===== src/cicmd_pkg.sv =====
package cicmd_pkg;

  localparam int GRID_SIZE = 32;
  localparam int AXIS_W    = $clog2(GRID_SIZE);
  localparam int ADDR_W    = 3 * AXIS_W;
  localparam int VAL_W     = 48;
  localparam int FRAC_W    = 16;
  localparam int WGT_W     = FRAC_W + 1;
  localparam int Q_DEPTH   = 2;

  localparam logic [WGT_W-1:0] ONE_Q16   = WGT_W'(1) << FRAC_W;
  localparam logic [VAL_W-1:0] VALUE_MAX = {VAL_W{1'b1}};

  localparam logic [1:0] CMD_DEPOSIT = 2'd0;
  localparam logic [1:0] CMD_READ    = 2'd1;
  localparam logic [1:0] CMD_CLEAR   = 2'd2;

  typedef enum logic [1:0] {OP_DEP, OP_READ, OP_CLR} op_t;

  typedef enum logic [1:0] {F_IDLE, F_MUL, F_PUSH} front_state_t;

  typedef enum logic [2:0] {
    B_INIT, B_IDLE, B_WA, B_WB, B_WC, B_WR, B_RQ, B_CLR
  } back_state_t;

  typedef struct packed {
    op_t                          op;
    logic [2:0][AXIS_W-1:0]       coord;
    logic [2:0][FRAC_W-1:0]       frac;
    logic [31:0]                  mass;
    logic [ADDR_W-1:0]            index;
  } item_t;

endpackage


===== src/cicmd_queue.sv =====
module cicmd_queue (
  input  logic             clk,
  input  logic             rst,
  input  logic             push,
  input  cicmd_pkg::item_t push_item,
  output logic             full,
  input  logic             pop,
  output logic             head_valid,
  output cicmd_pkg::item_t head_item
);

  localparam int PTR_W = $clog2(cicmd_pkg::Q_DEPTH);

  cicmd_pkg::item_t            slots [cicmd_pkg::Q_DEPTH];
  logic [PTR_W-1:0]            wr_ptr;
  logic [PTR_W-1:0]            rd_ptr;
  logic [PTR_W:0]              count;

  assign full       = count == (PTR_W + 1)'(cicmd_pkg::Q_DEPTH);
  assign head_valid = count != '0;
  assign head_item  = slots[rd_ptr];

  always_ff @(posedge clk) begin
    if (rst) begin
      wr_ptr <= '0;
      rd_ptr <= '0;
      count  <= '0;
    end else begin
      if (push) begin
        wr_ptr <= (wr_ptr == PTR_W'(cicmd_pkg::Q_DEPTH - 1)) ? '0 : wr_ptr + 1'b1;
      end
      if (pop) begin
        rd_ptr <= (rd_ptr == PTR_W'(cicmd_pkg::Q_DEPTH - 1)) ? '0 : rd_ptr + 1'b1;
      end
      count <= count + (PTR_W + 1)'(push) - (PTR_W + 1)'(pop);
    end
  end

  always_ff @(posedge clk) begin
    if (push) slots[wr_ptr] <= push_item;
  end

endmodule


===== config.mk =====
export PLATFORM = sky130hd
export DESIGN_NAME = cicmd_queue
export DESIGN_NICKNAME = d
export VERILOG_FILES = /design/src/cicmd_pkg.sv /design/src/cicmd_queue.sv
export SDC_FILE = /design/constraint.sdc
export NUM_CORES = 1
export LEC_CHECK = 0
export BUFFER_PORTS_ARGS = -buffer_cell sky130_fd_sc_hd__buf_2
export CELL_PAD_IN_SITES_DETAIL_PLACEMENT = 0
export CELL_PAD_IN_SITES_GLOBAL_PLACEMENT = 1
export CORE_UTILIZATION = 44
export CTS_CLUSTER_DIAMETER = 150
export DETAILED_ROUTE_END_ITERATION = 10
export MAX_ROUTING_LAYER = met4
export PLACE_DENSITY_LB_ADDON = 0.1
export SYNTH_ARGS = -nofsm -noshare
export SYNTH_HDL_FRONTEND = slang
export SYNTH_SLANG_ARGS = --single-unit

===== constraint.sdc =====
create_clock -name clk -period 8.2 [get_ports clk]
set_input_delay 0 -clock clk [delete_from_list [all_inputs] [get_ports clk]]
set_output_delay 0 -clock clk [all_outputs]
set_load 0.005 [all_outputs]

==> metrics.yaml <==
yosys:
  yosys.area.top_type: "edfxtp_1"
  synth_top_cells_by_area: "edfxtp_1 (81%), mux2_2 (15%), dfxtp_1 (1.2%)"
  synth_warnings: 0
  ys_seq_area_share_pct: 82.06
  synthCells: 369
  yosys.area.top_type_share_pct: 80.85
  syn_area_per_cell_sq_um: 22.55
  yosys_register_bits: 229
  ys_types: 14
  syn-num-nets: 487
  synthesis.area_sq_um: 8319
global_routing:
  grt_overflow: 0
  antenna_found_initial: 0
  grt_max_degree: 64
  grt_pass1_wl_microns: 25830
  grt_usage_pct: 17.66
  grt_pass1_vias: 5060
placed_design:
  place.port_buffers: 229
  post-dp-hpwl_microns: 9832
  pre_cts_ws_ps: 5836
  gp_congestion: 0.6946
cts:
  clk_pin_slew_ps: 60
  postCtsSetupBuffers: 0
  htree_levels: 1
  root_buffer: "clkbuf_16"
  clock_path_buffers: 3
  cts_tree: "done"
  cts_hold_buf: 116
  clock_latency_ps: 500
  cts_resized: 0
  clock_sinks: 229
  cts_buffers: 24
sta:
  slew_headroom_pct: 40.54
  worstMarginPinSlew_ps: 891.9
  setup_viol: 0
  fin_ws_ps: 5490
  final.min_clock_period_ps: 2710
  clock_skew_ps: 6.314
  final_hold_viol_count: 0
  period_share_pct: 33.05
  fmax_mhz: 369.0
  grt_setup_unrepaired: "no"
  setup-tns-final_ps: 0
  whs_ps: 213.1
  slew_violations: 0
floorplan:
  die_h_microns: 139.5
  coreArea_sq_um: 18270
  dieWidth_microns: 139.5
  dieArea_sq_um: 19460
  num_rows: 49
  start_util_pct: 45.53
  io_pins: 230
critical_path:
  worstPathMaxFanout: 59
  rr_worst_depth: 2
  critPathRequiredTime_ps: 8200
  cp-end-kind: "primary output"
  crit_type: "register to primary output"
  cp-start-kind: "register"
  arrival_ps: 2710
pwr:
  p_total_w: 0.002787
  vdd_drop_max_uv: 172.7
  power.density_nw_per_um2: 239.0
  p_leak_nw: 4.435
detailed_routing:
  drcViolationCount: 0
  avgViaCountPerCell: 4.785
  vias: 4685
  drt_wl_total_microns: 16550
  ant_nets: 0
  first_pass_iters: 4
  drtIter0Drc: 220
  wl_per_cell_microns: 16.91
finish:
  final_common_cell: "buf_2"
  layout-drive-gt1-share_pct: 51.33
  final_core_util_pct: 63.82
  num_antenna_cells: 0
  nets: 850
  final_cell_mix: "buf_2 (229), edfxtp_1 (224), dlygate4sd3_1 (116)"
  syn_to_final_growth_pct: 40.16
run_status:
  status: "completed"
run:
  drv_cap: 0
min_path:
  holdPathStages: 2
  min_path_type: "input port to register"
## sequential cells by signal, indices dropped and copies added (netlist names), named ones only
signal / cells
count: 2
rd_ptr: 1
slots: 224
wr_ptr: 1
## cells in the mapped netlist
master and count:
edfxtp_1 224, mux2_2 112, buf_6 8, dfxtp_1 5, nor2_1 4, buf_2 3, nor2b_1 3, ha_1 2
inv_1 2, xnor2_1 2, and2_1 1, buf_4 1, or2_2 1, xnor3_1 1
## kinds of logic after synthesis
kind of cell / after synthesis / share of synthesized area (%)
xor gates and xnor gates: 3 / 0.4813
adders and majority gates: 2 / 0.3007
buffers and inverters: 14 / 1.444
DFF: 229 / 82.06
muxes: 112 / 15.16
and+or+nand+nor: 9 / 0.5565
## critical path, cell delays in order (launching register included)
cell	delay (ps)
dfxtp_4	830
buf_4	750
mux2_2	420
buf_2	130
## per-stage QoR
stage	instance area [sq um]	std cells
2_1_floorplan	8319	369
3_3_place_gp	9683	819
3_5_place_dp	9683	819
4_1_cts	11660	979
5_1_grt	11660	979
6_report	11660	979
## path summary, 6_finish.rpt
path / slack [ps] / end / from
setup / recovery: 5490 / head_item[40] / register
hold / removal: 210 / slots[0][85] / push_item[85]
setup reg to reg: 5890 / slots[1][107] / wr_ptr
hold reg to reg: 510 / rd_ptr / rd_ptr
## cell type report
type	count	area [sq um]
well taps	229	286.5
clock buffers	28	636.9
fillers	1330	6610
multi-input cells	126	1383
flip-flops and latches	229	6830
inverters	2	7.507
repair buffers	349	2337
clock inverters	16	178.9
## power by group
| part | switching (W) | internal, W |
|---|---|---|
| Clock | 0.000420 | 0.000680 |
| Combinational | 0.000127 | 0.000167 |
| Sequential | 0.0000260 | 0.00137 |
## routing by layer
layer | share of wire, % | GRT usage (%) | routed length [microns] | up-vias
met4 | 2.4 | 5.906 | 391 | 0
met5 | 0 | - | 0 | -
met2 | 50 | 30.42 | 8339 | 155
li1 | - | - | - | 2194
met1 | 41 | 20.17 | 6752 | 2305
met3 | 6.5 | 4.301 | 1069 | 31
No activity file was read; power rests on OpenSTA's default activity.
