### src/cicmd_pkg.sv
package cicmd_pkg;

  localparam int GRID_SIZE = 32;
  localparam int AXIS_W    = $clog2(GRID_SIZE);
  localparam int ADDR_W    = 3 * AXIS_W;
  localparam int VAL_W     = 48;
  localparam int FRAC_W    = 16;
  localparam int WGT_W     = FRAC_W + 1;
  localparam int Q_DEPTH   = 2;

  localparam logic [WGT_W-1:0] ONE_Q16   = WGT_W'(1) << FRAC_W;
  localparam logic [VAL_W-1:0] VALUE_MAX = {VAL_W{1'b1}};

  localparam logic [1:0] CMD_DEPOSIT = 2'd0;
  localparam logic [1:0] CMD_READ    = 2'd1;
  localparam logic [1:0] CMD_CLEAR   = 2'd2;

  typedef enum logic [1:0] {OP_DEP, OP_READ, OP_CLR} op_t;

  typedef enum logic [1:0] {F_IDLE, F_MUL, F_PUSH} front_state_t;

  typedef enum logic [2:0] {
    B_INIT, B_IDLE, B_WA, B_WB, B_WC, B_WR, B_RQ, B_CLR
  } back_state_t;

  typedef struct packed {
    op_t                          op;
    logic [2:0][AXIS_W-1:0]       coord;
    logic [2:0][FRAC_W-1:0]       frac;
    logic [31:0]                  mass;
    logic [ADDR_W-1:0]            index;
  } item_t;

endpackage

### src/cicmd_front.sv
module cicmd_front (
  input  logic                 clk,
  input  logic                 rst,
  input  logic [31:0]          inv_spacing,
  input  logic                 init_busy,
  input  logic                 in_valid,
  output logic                 in_ready,
  input  logic [1:0]           cmd,
  input  logic signed [31:0]   pos_x,
  input  logic signed [31:0]   pos_y,
  input  logic signed [31:0]   pos_z,
  input  logic [31:0]          mass,
  input  logic [14:0]          cell_index,
  output logic                 q_push,
  output cicmd_pkg::item_t     q_item,
  input  logic                 q_full
);

  cicmd_pkg::front_state_t state, state_next;
  cicmd_pkg::item_t        item;
  logic signed [2:0][31:0] pos;
  logic [1:0]              axis;
  logic signed [31:0]      pos_sel;
  logic signed [64:0]      prod;
  logic                    accept;

  assign in_ready = (state == cicmd_pkg::F_IDLE) && !init_busy;
  assign accept   = in_valid && in_ready;
  assign q_push   = (state == cicmd_pkg::F_PUSH) && !q_full;
  assign q_item   = item;

  always_comb begin
    case (axis)
      2'd0:    pos_sel = pos[0];
      2'd1:    pos_sel = pos[1];
      default: pos_sel = pos[2];
    endcase
  end

  // signed position times unsigned spacing: coordinate in signed Q33.32
  assign prod = pos_sel * $signed({1'b0, inv_spacing});

  always_ff @(posedge clk) begin
    if (rst) begin
      state <= cicmd_pkg::F_IDLE;
    end else begin
      state <= state_next;
    end
  end

  always_comb begin
    state_next = state;
    unique case (state)
      cicmd_pkg::F_IDLE: begin
        if (accept) begin
          unique case (cmd)
            cicmd_pkg::CMD_DEPOSIT: state_next = cicmd_pkg::F_MUL;
            cicmd_pkg::CMD_READ,
            cicmd_pkg::CMD_CLEAR:   state_next = cicmd_pkg::F_PUSH;
            default:                state_next = cicmd_pkg::F_IDLE;
          endcase
        end
      end
      cicmd_pkg::F_MUL: begin
        if (axis == 2'd2) state_next = cicmd_pkg::F_PUSH;
      end
      cicmd_pkg::F_PUSH: begin
        if (!q_full) state_next = cicmd_pkg::F_IDLE;
      end
      default: state_next = cicmd_pkg::F_IDLE;
    endcase
  end

  always_ff @(posedge clk) begin
    if (accept) begin
      pos[0]     <= pos_x;
      pos[1]     <= pos_y;
      pos[2]     <= pos_z;
      item.mass  <= mass;
      item.index <= cell_index[cicmd_pkg::ADDR_W-1:0];
      axis       <= 2'd0;
      case (cmd)
        cicmd_pkg::CMD_READ:  item.op <= cicmd_pkg::OP_READ;
        cicmd_pkg::CMD_CLEAR: item.op <= cicmd_pkg::OP_CLR;
        default:              item.op <= cicmd_pkg::OP_DEP;
      endcase
    end else if (state == cicmd_pkg::F_MUL) begin
      // floor then wrap: low bits of the two's complement integer part
      item.coord[axis] <= prod[32 +: cicmd_pkg::AXIS_W];
      item.frac[axis]  <= prod[16 +: cicmd_pkg::FRAC_W];
      axis             <= axis + 2'd1;
    end
  end

endmodule

### config.mk
export PLATFORM = sky130hd
export DESIGN_NAME = cicmd_front
export DESIGN_NICKNAME = d
export VERILOG_FILES = /design/src/cicmd_pkg.sv /design/src/cicmd_front.sv
export SDC_FILE = /design/constraint.sdc
export NUM_CORES = 2
export LEC_CHECK = 0
export ABC_AREA = 1
export BUFFER_PORTS_ARGS = -buffer_cell sky130_fd_sc_hd__buf_2
export CORE_UTILIZATION = 46
export DETAILED_ROUTE_END_ITERATION = 16
export PLACE_DENSITY = 0.69
export SKIP_CTS_REPAIR_TIMING = 1
export SYNTH_ARGS = -nofsm -noshare
export SYNTH_HDL_FRONTEND = slang
export SYNTH_SLANG_ARGS = --single-unit
### constraint.sdc
create_clock -name clk -period 10.73 [get_ports clk]
set_input_delay 1.073 -clock clk [delete_from_list [all_inputs] [get_ports clk]]
set_output_delay 1.073 -clock clk [all_outputs]
set_load 0.02 [all_outputs]
==> flow_metrics.py <==
metrics = {
    "finish": {
        "area_delta_synth_final_pct": 10.7,
        "multi_input_area_um2": 18300,
        "register_area_um2": 6330,
        "fraction_of_final_layout_cells_with_drive_strength_greater_than_1": 0.124,
        "final_nets": 4087,
        "filler_cell_count": 5512,
        "n_antenna_cell": 0,
    },
    "floorplanning": {
        "fp.dieArea_um2": 61300,
        "die_height_um": 248,
        "floorplan.core_area_um2": 59400,
        "io-pin-count": 296,
        "die_x_um": 248,
        "floorplan.initialDensity": 0.467,
        "fp-row-count": 89,
    },
    "critical_path": {
        "cell_family_with_the_largest_share_of_critical_path_delay": "adder cells",
        "worstPathArrival_ns": 9.29,
        "worst_setup_path_end_kind": "register",
        "buffering_stage_count_on_the_worst_path_with_inverters_included": 6,
        "worst-endpoint-required_ns": 11.04,
        "cp-start-kind": "register",
        "crit_slowest_cell": "sky130_fd_sc_hd__fa_1",
        "worstSetupPathType": "register to register",
        "cpPeakStageDelay_ns": 0.71,
        "crit_path_max_fanout": 22,
        "critical_path.most_common_cell": "sky130_fd_sc_hd__fa_1",
    },
    "synthesis": {
        "register_bit_count_reported_by_yosys": 212,
        "syn_nets": 3849,
        "synthDominantCellAreaShare": 0.397,
        "post_synth.cell_area_avg_um2": 9.39,
        "netlist.top_cell.by_area": "sky130_fd_sc_hd__fa_1",
        "synth_ff_type": "sky130_fd_sc_hd__edfxtp_1",
        "synth_area_um2": 27700,
        "synth_most_common_cell": "sky130_fd_sc_hd__inv_1",
        "yosysUniqueCellTypes": 44,
        "async_reset_ff_frac": 0,
        "mapped_cells": 2953,
        "synthTopCellsByArea": "sky130_fd_sc_hd__fa_1 (40%), sky130_fd_sc_hd__edfxtp_1 (23%), sky130_fd_sc_hd__inv_1 (9.4%)",
        "synthesis.yosys.warnings": 0,
        "synth_common_cells": "sky130_fd_sc_hd__inv_1 (693), sky130_fd_sc_hd__fa_1 (550), sky130_fd_sc_hd__nand2_1 (514), sky130_fd_sc_hd__nor2_1 (474), sky130_fd_sc_hd__edfxtp_1 (208)",
        "synth_seq_area_share": 0.228,
        "synth-edff-count": 208,
    },
    "clock_network": {
        "cts-buffers-inserted": 24,
        "htree_levels": 1,
        "cts.path.max_buffers": 3,
        "cts-root-buf": "sky130_fd_sc_hd__clkbuf_16",
        "path_clk_slew_ns": 0.06,
        "tritoncts": "yes",
        "clock_sink_count": 212,
        "worst_skew_pair.late_latency_ns": 0.57,
    },
    "placement": {
        "buffer_ports.inserted": 295,
        "detailed_place_hpwl_um": 65700,
        "place_congestion": 1.03,
    },
    "status": {
        "run_status": "finished clean",
    },
    "drt": {
        "via_per_inst": 5.13,
        "antenna_violating_nets_post_route": 0,
        "route.vias.total": 20417,
        "drt_first_pass_iters": 14,
        "post-route-drc-count": 0,
        "detail_route.iter0.violations": 1558,
        "wl_cell_um": 20.0,
        "routed_wl_um": 79500,
    },
    "timing": {
        "report.final.hold_viol_count": 0,
        "setup_violations": 0,
        "maxClockFrequency_mhz": 111,
        "grt_setup_unrepaired": "no",
        "fin_crit_ns": 8.98,
        "final_min_period_over_clock_period": 0.837,
        "report.final.slew_viol_count": 0,
        "timing_worst_slew_pin_value_ns": 1.22,
        "worst_clock_skew_ns": 0.0149,
        "setup_total_negative_slack_ns": 0,
        "slew-limit-headroom": 0.189,
    },
    "worst_hold_path": {
        "hold_class": "register to register",
    },
    "grt": {
        "first_global_vias": 21854,
        "remaining_global_route_overflow": 0,
        "global_router_s_overall_resource_usage": 0.271,
        "grt_pass1_wl_um": 123000,
        "largest_net_degree_at_the_start_of_global_routing": 84,
        "grt_antenna_before_repair": 2,
    },
    "run": {
        "drv.max_cap_violation_count": 0,
    },
}
final cells by class:
class | instances | share of cell area
Timing Repair Buffer | 315 | 0.0530
Sequential cell | 212 | 0.206
Clock buffer | 30 | 0.0209
Inverter | 710 | 0.0870
Multi-Input combinational cell | 1928 | 0.596
Tap cell | 773 | 0.0315
Clock inverter | 14 | 0.00587
sequential cells by signal, summed over array words and instances (netlist names):
register  flops
axis          2
pos          96
state         2
q_item      112
final timing paths:
| check | cells after the start | to | slack (ns) | from |
|---|---|---|---|---|
| setup / recovery | 26 | q_item[104] | 1.75 | axis[0] |
| hold reg to reg | 2 | axis[0] | 0.50 | axis[0] |
| setup reg to reg | 26 | q_item[104] | 1.75 | axis[0] |
| hold / removal | 2 | axis[0] | 0.50 | axis[0] |
cell families (layout without fill, tap and decap cells):
group / count (synthesis) / count (layout) / synth area share
adders and majority gates: 714 / 714 / 0.471
AOI/OAI and AO/OA: 104 / 104 / 0.0233
xor gates and xnor gates: 30 / 30 / 0.00947
DFF: 212 / 212 / 0.228
buffers and inverters: 813 / 1069 / 0.113
and+or+nand+nor: 1080 / 1080 / 0.155
worst register-to-register path: cells and delay by family (launching register included):
family	cells	cell delay, ns
simple gates	9	1.98
compound gates	1	0.49
flops	1	0.36
fa+ha+maj	10	4.98
buf+inv	6	0.89
stage by stage:
| step | setup slack (ns) | util | area, µm² | hold slack, ns | instances |
|---|---|---|---|---|---|
| after global placement | 1.91 | 0.503 | 29900 | 0.475 | 3938 |
| after floorplan | 3.05 | - | 27700 | 0.458 | 2953 |
| after global routing | 1.31 | 0.517 | 30700 | 0.517 | 3982 |
| final | 1.75 | 0.517 | 30700 | 0.495 | 3982 |
| after detailed placement | 1.84 | 0.503 | 29900 | 0.490 | 3938 |
| after CTS | 1.79 | 0.517 | 30700 | 0.499 | 3982 |
routing by layer:
layer / wire length, µm / global-route usage
met4: 5000 / 0.144
met2: 37100 / 0.448
met3: 7140 / 0.0572
met5: 23 / 0
met1: 30300 / 0.334
cells in the final DEF, fill, tap and decap left out, types with 3 or more instances in the layout:
cell type and count:
sky130_fd_sc_hd__nand2_2 13, sky130_fd_sc_hd__xor2_1 21, sky130_fd_sc_hd__a21o_1 9, sky130_fd_sc_hd__a22o_1 4, sky130_fd_sc_hd__a31oi_1 4, sky130_fd_sc_hd__nand2_4 3, sky130_fd_sc_hd__fa_1 550, sky130_fd_sc_hd__clkbuf_1 4
sky130_fd_sc_hd__nand3_2 7, sky130_fd_sc_hd__inv_2 7, sky130_fd_sc_hd__a21oi_4 3, sky130_fd_sc_hd__buf_2 295, sky130_fd_sc_hd__nand3b_1 8, sky130_fd_sc_hd__nor2_1 471, sky130_fd_sc_hd__o21bai_1 4, sky130_fd_sc_hd__nor4_1 3
sky130_fd_sc_hd__o21ai_0 16, sky130_fd_sc_hd__bufinv_16 3, sky130_fd_sc_hd__a21oi_2 8, sky130_fd_sc_hd__o21a_1 5, sky130_fd_sc_hd__dfxtp_1 4, sky130_fd_sc_hd__buf_4 20, sky130_fd_sc_hd__clkbuf_16 24, sky130_fd_sc_hd__clkinv_1 15
sky130_fd_sc_hd__nor3_1 7, sky130_fd_sc_hd__nand2_1 514, sky130_fd_sc_hd__nor2_2 4, sky130_fd_sc_hd__nand4_1 3, sky130_fd_sc_hd__inv_1 692, sky130_fd_sc_hd__edfxtp_1 208, sky130_fd_sc_hd__ha_1 164, sky130_fd_sc_hd__a21oi_1 46
sky130_fd_sc_hd__xnor2_1 9, sky130_fd_sc_hd__nand3_1 42
Power is not shown: default switching activity piles up to over one toggle a cycle in this logic, so the estimate is an artifact.
